`src/tcw_pkg.sv`:
```
// tcw_pkg: shared types, codes and defaults for the text console writer
// no dependencies
`timescale 1ns / 1ps

package tcw_pkg;

    localparam int COLUMNS_DEF  = 80;
    localparam int ROWS_DEF     = 25;
    localparam int TAB_STOP_DEF = 8;

    localparam int POS_W  = 11;
    localparam int IDX_W  = 11;
    localparam int CELL_W = 16;

    localparam logic [1:0] REQ_PUT   = 2'd0;
    localparam logic [1:0] REQ_CLEAR = 2'd1;
    localparam logic [1:0] REQ_READ  = 2'd2;

    localparam logic [7:0] CHR_BS    = 8'h08;
    localparam logic [7:0] CHR_TAB   = 8'h09;
    localparam logic [7:0] CHR_LF    = 8'h0A;
    localparam logic [7:0] CHR_CR    = 8'h0D;
    localparam logic [7:0] CHR_SPACE = 8'h20;

    localparam logic [7:0] ATTR_RESET = 8'h0F;

    typedef struct packed {
        logic [1:0]       req_type;
        logic [7:0]       char_code;
        logic [IDX_W-1:0] cell_index;
    } tcw_req_t;

    typedef struct packed {
        logic [POS_W-1:0]  cursor_pos;
        logic [CELL_W-1:0] cell_data;
    } tcw_result_t;

    typedef struct packed {
        logic       put;
        logic       home;
        logic [7:0] code;
    } tcw_cursor_cmd_t;

    typedef struct packed {
        logic wr_en;
        logic scroll;
    } tcw_cursor_stat_t;

endpackage

```
`src/tcw_cursor.sv`:
```
// tcw_cursor: cursor column, row, row base and tab phase with put decoding
// depends on tcw_pkg
`timescale 1ns / 1ps

module tcw_cursor
    import tcw_pkg::*;
#(
    parameter int COLUMNS  = COLUMNS_DEF,
    parameter int ROWS     = ROWS_DEF,
    parameter int TAB_STOP = TAB_STOP_DEF
)
(
    input  logic                               clk,
    input  logic                               rst_n,
    input  tcw_cursor_cmd_t                    cmd,
    output tcw_cursor_stat_t                   stat,
    output logic [$clog2(COLUMNS*ROWS)-1:0]    wr_addr,
    output logic [$clog2(COLUMNS*ROWS)-1:0]    pos_now,
    output logic [$clog2(COLUMNS*ROWS)-1:0]    pos_next
);

    localparam int AW    = $clog2(COLUMNS * ROWS);
    localparam int COL_W = $clog2(COLUMNS + TAB_STOP);
    localparam int ROW_W = $clog2(ROWS + 1);
    localparam int PH_W  = $clog2(TAB_STOP);

    logic [COL_W-1:0] col_reg, col_next;
    logic [ROW_W-1:0] row_reg, row_next;
    logic [AW-1:0]    base_reg, base_next;
    logic [PH_W-1:0]  phase_reg, phase_next;
    logic             row_inc;

    always_comb
    begin
        col_next    = col_reg;
        phase_next  = phase_reg;
        row_inc     = 1'b0;
        stat.wr_en  = 1'b0;
        stat.scroll = 1'b0;
        if (cmd.put)
        begin
            priority if (cmd.code == CHR_BS)
            begin
                if (col_reg != '0)
                begin
                    col_next   = col_reg - COL_W'(1);
                    phase_next = (phase_reg == '0) ? PH_W'(TAB_STOP - 1)
                                                   : phase_reg - PH_W'(1);
                end
            end
            else if (cmd.code == CHR_TAB)
            begin
                col_next   = col_reg + COL_W'(TAB_STOP - int'(phase_reg));
                phase_next = '0;
            end
            else if (cmd.code == CHR_CR)
            begin
                col_next   = '0;
                phase_next = '0;
            end
            else if (cmd.code == CHR_LF)
            begin
                col_next   = '0;
                phase_next = '0;
                row_inc    = 1'b1;
            end
            else if (cmd.code >= CHR_SPACE)
            begin
                stat.wr_en = 1'b1;
                col_next   = col_reg + COL_W'(1);
                phase_next = (phase_reg == PH_W'(TAB_STOP - 1)) ? '0
                                                                : phase_reg + PH_W'(1);
            end
            else
            begin
                col_next = col_reg;
            end
            if (col_next >= COL_W'(COLUMNS))
            begin
                col_next   = '0;
                phase_next = '0;
                row_inc    = 1'b1;
            end
        end
        stat.scroll = row_inc && (row_reg == ROW_W'(ROWS - 1));
        if (stat.scroll)
        begin
            row_next  = row_reg;
            base_next = base_reg;
        end
        else if (row_inc)
        begin
            row_next  = row_reg + ROW_W'(1);
            base_next = base_reg + AW'(COLUMNS);
        end
        else
        begin
            row_next  = row_reg;
            base_next = base_reg;
        end
        if (cmd.home)
        begin
            col_next   = '0;
            row_next   = '0;
            base_next  = '0;
            phase_next = '0;
        end
    end

    always_ff @(posedge clk or negedge rst_n)
    begin
        if (!rst_n)
        begin
            col_reg   <= '0;
            row_reg   <= '0;
            base_reg  <= '0;
            phase_reg <= '0;
        end
        else if (cmd.put || cmd.home)
        begin
            col_reg   <= col_next;
            row_reg   <= row_next;
            base_reg  <= base_next;
            phase_reg <= phase_next;
        end
    end

    assign wr_addr  = base_reg + AW'(col_reg);
    assign pos_now  = base_reg + AW'(col_reg);
    assign pos_next = base_next + AW'(col_next);

endmodule

```
`config.mk`:
```
export PLATFORM = sky130hd
export DESIGN_NAME = tcw_cursor
export DESIGN_NICKNAME = d
export VERILOG_FILES = /design/src/tcw_pkg.sv /design/src/tcw_cursor.sv
export SDC_FILE = /design/constraint.sdc
export NUM_CORES = 1
export LEC_CHECK = 0
export BUFFER_PORTS_ARGS = -buffer_cell sky130_fd_sc_hd__buf_2
export CORE_ASPECT_RATIO = 1.2
export CORE_UTILIZATION = 50
export CTS_BUF_LIST = sky130_fd_sc_hd__clkbuf_8
export DETAILED_ROUTE_END_ITERATION = 10
export PLACE_DENSITY = 0.72
export SYNTH_ARGS = -nofsm -noshare
export SYNTH_HDL_FRONTEND = slang
export SYNTH_SLANG_ARGS = --single-unit
```
`constraint.sdc`:
```
create_clock -name clk -period 5.3 [get_ports clk]
set_input_delay 0.265 -clock clk [delete_from_list [all_inputs] [get_ports clk]]
set_output_delay 0.265 -clock clk [all_outputs]
set_load 0.05 [all_outputs]
```
==> results.json <==
{
  "status": "finished with violations",
  "violations": "hold timing",
  "power_density_nw_per_um2": 184.3,
  "synth_xor_area_frac": 0.08594,
  "worst_slack_ps": 119.4,
  "cts_tree": "done",
  "die_h_um": 86.22,
  "reg2reg_depth": 14,
  "vdd_drop_max_mv": 0.1314,
  "postSynthAreaPerCell_um2": 7.944,
  "portBuffers": 46,
  "p_total_w": 0.0006459,
  "post-route-period-util": 0.9775,
  "syn_area_um2": 2955,
  "cts-root-buf": "clkbuf_8",
  "critical_path.max_fanout": 5,
  "p_leak_nw": 1.627,
  "num_rows": 30,
  "synth.distinct_cells": 62,
  "dp_hpwl_um": 5487,
  "syn_nets": 414,
  "end_kind": "output port",
  "yosys-top-cells-area": "dfrtp_1 22%, ha_1 11%, xnor2_1 5.6%, a21oi_1 5.2%, nor2_1 4.8%",
  "synthMuxAreaShare": 0.006774,
  "synth_compound_area_frac": 0.2091,
  "area_growth_pct": 18.59,
  "ys.flop_type": "dfrtp_1",
  "gp_congestion": 0.9831,
  "num_antenna_cells": 0,
  "slew_violations": 0,
  "largest_reg_flops": 11,
  "antenna_found_initial": 0,
  "vias_per_cell": 5.769,
  "final_nets": 457,
  "drive_above_1_share": 0.2633,
  "max_stage_delay_ps": 420,
  "hold_violations": 22,
  "cts_hold_buf": 0,
  "wl_per_cell_um": 15.32,
  "fmax_mhz": 193.0,
  "seqCellArea_um2": 650.6,
  "reg2reg_slack_ps": 2270,
  "track_usage": 0.2351,
  "synthesis.instances": 372,
  "ys_ff_latch": 26,
  "ys_warn_count": 0,
  "critPathArrivalTime_ps": 4920,
  "clock_skew_ps": 8.064,
  "synth_top_family_by_area": "simple AND/OR/NAND/NOR gates",
  "crit_top_cell": "o21ai_1",
  "coreArea_um2": 5668,
  "drc_errors": 0,
  "clock_sinks": 26,
  "reg2reg_to": "phase_reg[2]",
  "synth.top_cell.area_share": 0.2202,
  "filler_cell_count": 481,
  "path_clk_slew_ps": 100,
  "drt_iter0_drc": 140,
  "synth_seq_area_share": 0.2202,
  "grt-ovfl-total": 0,
  "dieArea_um2": 6223,
  "crit_required_ps": 5040,
  "tightestPinTransition_ps": 622.9,
  "fin_crit_ps": 5181,
  "timing.rr.start": "phase_reg[0]",
  "wirelength_um": 7568,
  "slew_headroom": 0.5848,
  "grt_pass1_vias": 2565,
  "htreeDepth": 1,
  "final_cell_mix": "44 x buf_2, 37 x nor2_1, 29 x a21oi_1",
  "io_pins": 47,
  "multi_input_area_um2": 2192,
  "clk_latency_ps": 280,
  "grt_pass1_wl_um": 11690,
  "grt_start_max_net_pins": 27,
  "setup_viol": 0,
  "worst_setup_path_start_kind": "flip-flop",
  "grt_setup_unrepaired": "yes",
  "place_ws_ps": -91.86,
  "final_core_util": 0.6183,
  "critPathKind": "flip-flop to output port",
  "layout_commonest_cell": "buf_2",
  "vias": 2850,
  "initial_core_util": 0.5214,
  "cts-buffers-inserted": 3,
  "synthAdderAreaFrac": 0.1346,
  "async_reset_ff_frac": 1.000,
  "yosysTopAreaCell": "dfrtp_1",
  "ant_nets": 0,
  "clk_path_buf_depth": 2,
  "synth_edf_count": 0,
  "slowest_stage": "dfrtp_1",
  "max_cap_violations": 0,
  "timing.hold.ws_ps": -11.63,
  "yosys.area_share.simple": 0.2511,
  "min_path_type": "primary input to async pin",
  "fp.dieW_um": 72.18,
  "drtPass1Iterations": 5
}
## synthesized netlist by cell type (all sizes together), types with 2 or more instances
| cell | instances |
|---|---|
| o22ai | 3 |
| o21ai | 24 |
| a21boi | 3 |
| o211ai | 5 |
| a21oi | 32 |
| inv | 25 |
| or3 | 4 |
| nand2b | 10 |
| o32ai | 2 |
| o2bb2ai | 4 |
| buf | 22 |
| or4 | 2 |
| nand3 | 10 |
| mux2i | 2 |
| clkbuf | 7 |
| xnor2 | 19 |
| nand4 | 2 |
| o21a | 4 |
| nor3b | 3 |
| nor4b | 2 |
| ha | 27 |
| xor2 | 10 |
| nor2 | 40 |
| nor2b | 11 |
| a21o | 4 |
| and2 | 4 |
| dfrtp | 26 |
| nor3 | 15 |
| nand2 | 24 |
| o21bai | 2 |
| a211oi | 2 |
| nor4 | 2 |
| o31ai | 2 |
| fa | 3 |
| o221ai | 3 |
## worst max-delay path by stage
| stage | startpoint | end | slack (ps) | cells past startpoint |
|---|---|---|---|---|
| 2_1_floorplan | phase_reg[0] | pos_next[8] | 40 | 25 |
| 3_3_place_gp | phase_reg[1] | pos_next[10] | 80 | 25 |
| 3_5_place_dp | phase_reg[1] | pos_next[10] | -90 | 26 |
| 4_1_cts | phase_reg[0] | pos_next[8] | 10 | 25 |
| 5_1_grt | phase_reg[0] | pos_next[8] | -110 | 25 |
| 6_report | phase_reg[0] | pos_next[8] | 120 | 25 |
## per-layer routing
layer  share of wire  vias to the layer above  track usage
li1                -                     1381            -
met1            0.41                     1360       0.2754
met2            0.53                       85       0.4384
met3           0.035                       24      0.02674
met4           0.025                        0      0.07843
met5               0                        -            0
## critical path: cells and delay by family, from the launching register on
kind | cells | cell delay (ps)
AO/OA/AOI/OAI | 10 | 1420
AND/OR/NAND/NOR | 7 | 1160
adder cells (fa/ha/maj) | 4 | 1120
buffers and inverters | 4 | 530
flip-flops | 1 | 420
## report_power, final
| part | total (W) | switching (W) | internal [W] |
|---|---|---|---|
| clock network | 0.000172 | 0.0000711 | 0.000101 |
| registers | 0.000213 | 0.00000830 | 0.000205 |
| logic | 0.000261 | 0.000157 | 0.000104 |
| total | 0.000646 | 0.000236 | 0.000410 |
## cell families (layout without fill, tap and decap cells)
group	after synthesis	after routing
simple gates	137	138
compound gates	94	94
buf+inv	54	95
fa+ha+maj	30	30
xor+xnor	29	29
flops	26	26
mux	2	2
## per-stage QoR
| stage | TNS, ps | std cells | area (um^2) |
|---|---|---|---|
| after floorplan | 0 | 372 | 2963 |
| after global placement | 0 | 480 | 3197 |
| after detailed placement | -160.5 | 480 | 3197 |
| after CTS | 0 | 485 | 3316 |
| after global routing | -136.5 | 494 | 3505 |
| final | 0 | 494 | 3505 |
## timing repair
item,CTS,global route
endpoints found under the setup margin,3,5
cloned,0,1
gates resized for setup,11,28
pin swaps,2,18
buffers inserted,1,8
## cell type report
class / count / area share
Clock buffer: 3 / 0.01178
Clock inverter: 1 / 0.008568
Inverter: 25 / 0.02678
Multi-Input combinational cell: 293 / 0.6255
Sequential cell: 26 / 0.1856
Tap cell: 80 / 0.02856
Timing Repair Buffer: 66 / 0.1132
(Power assumes the default switching activity.)
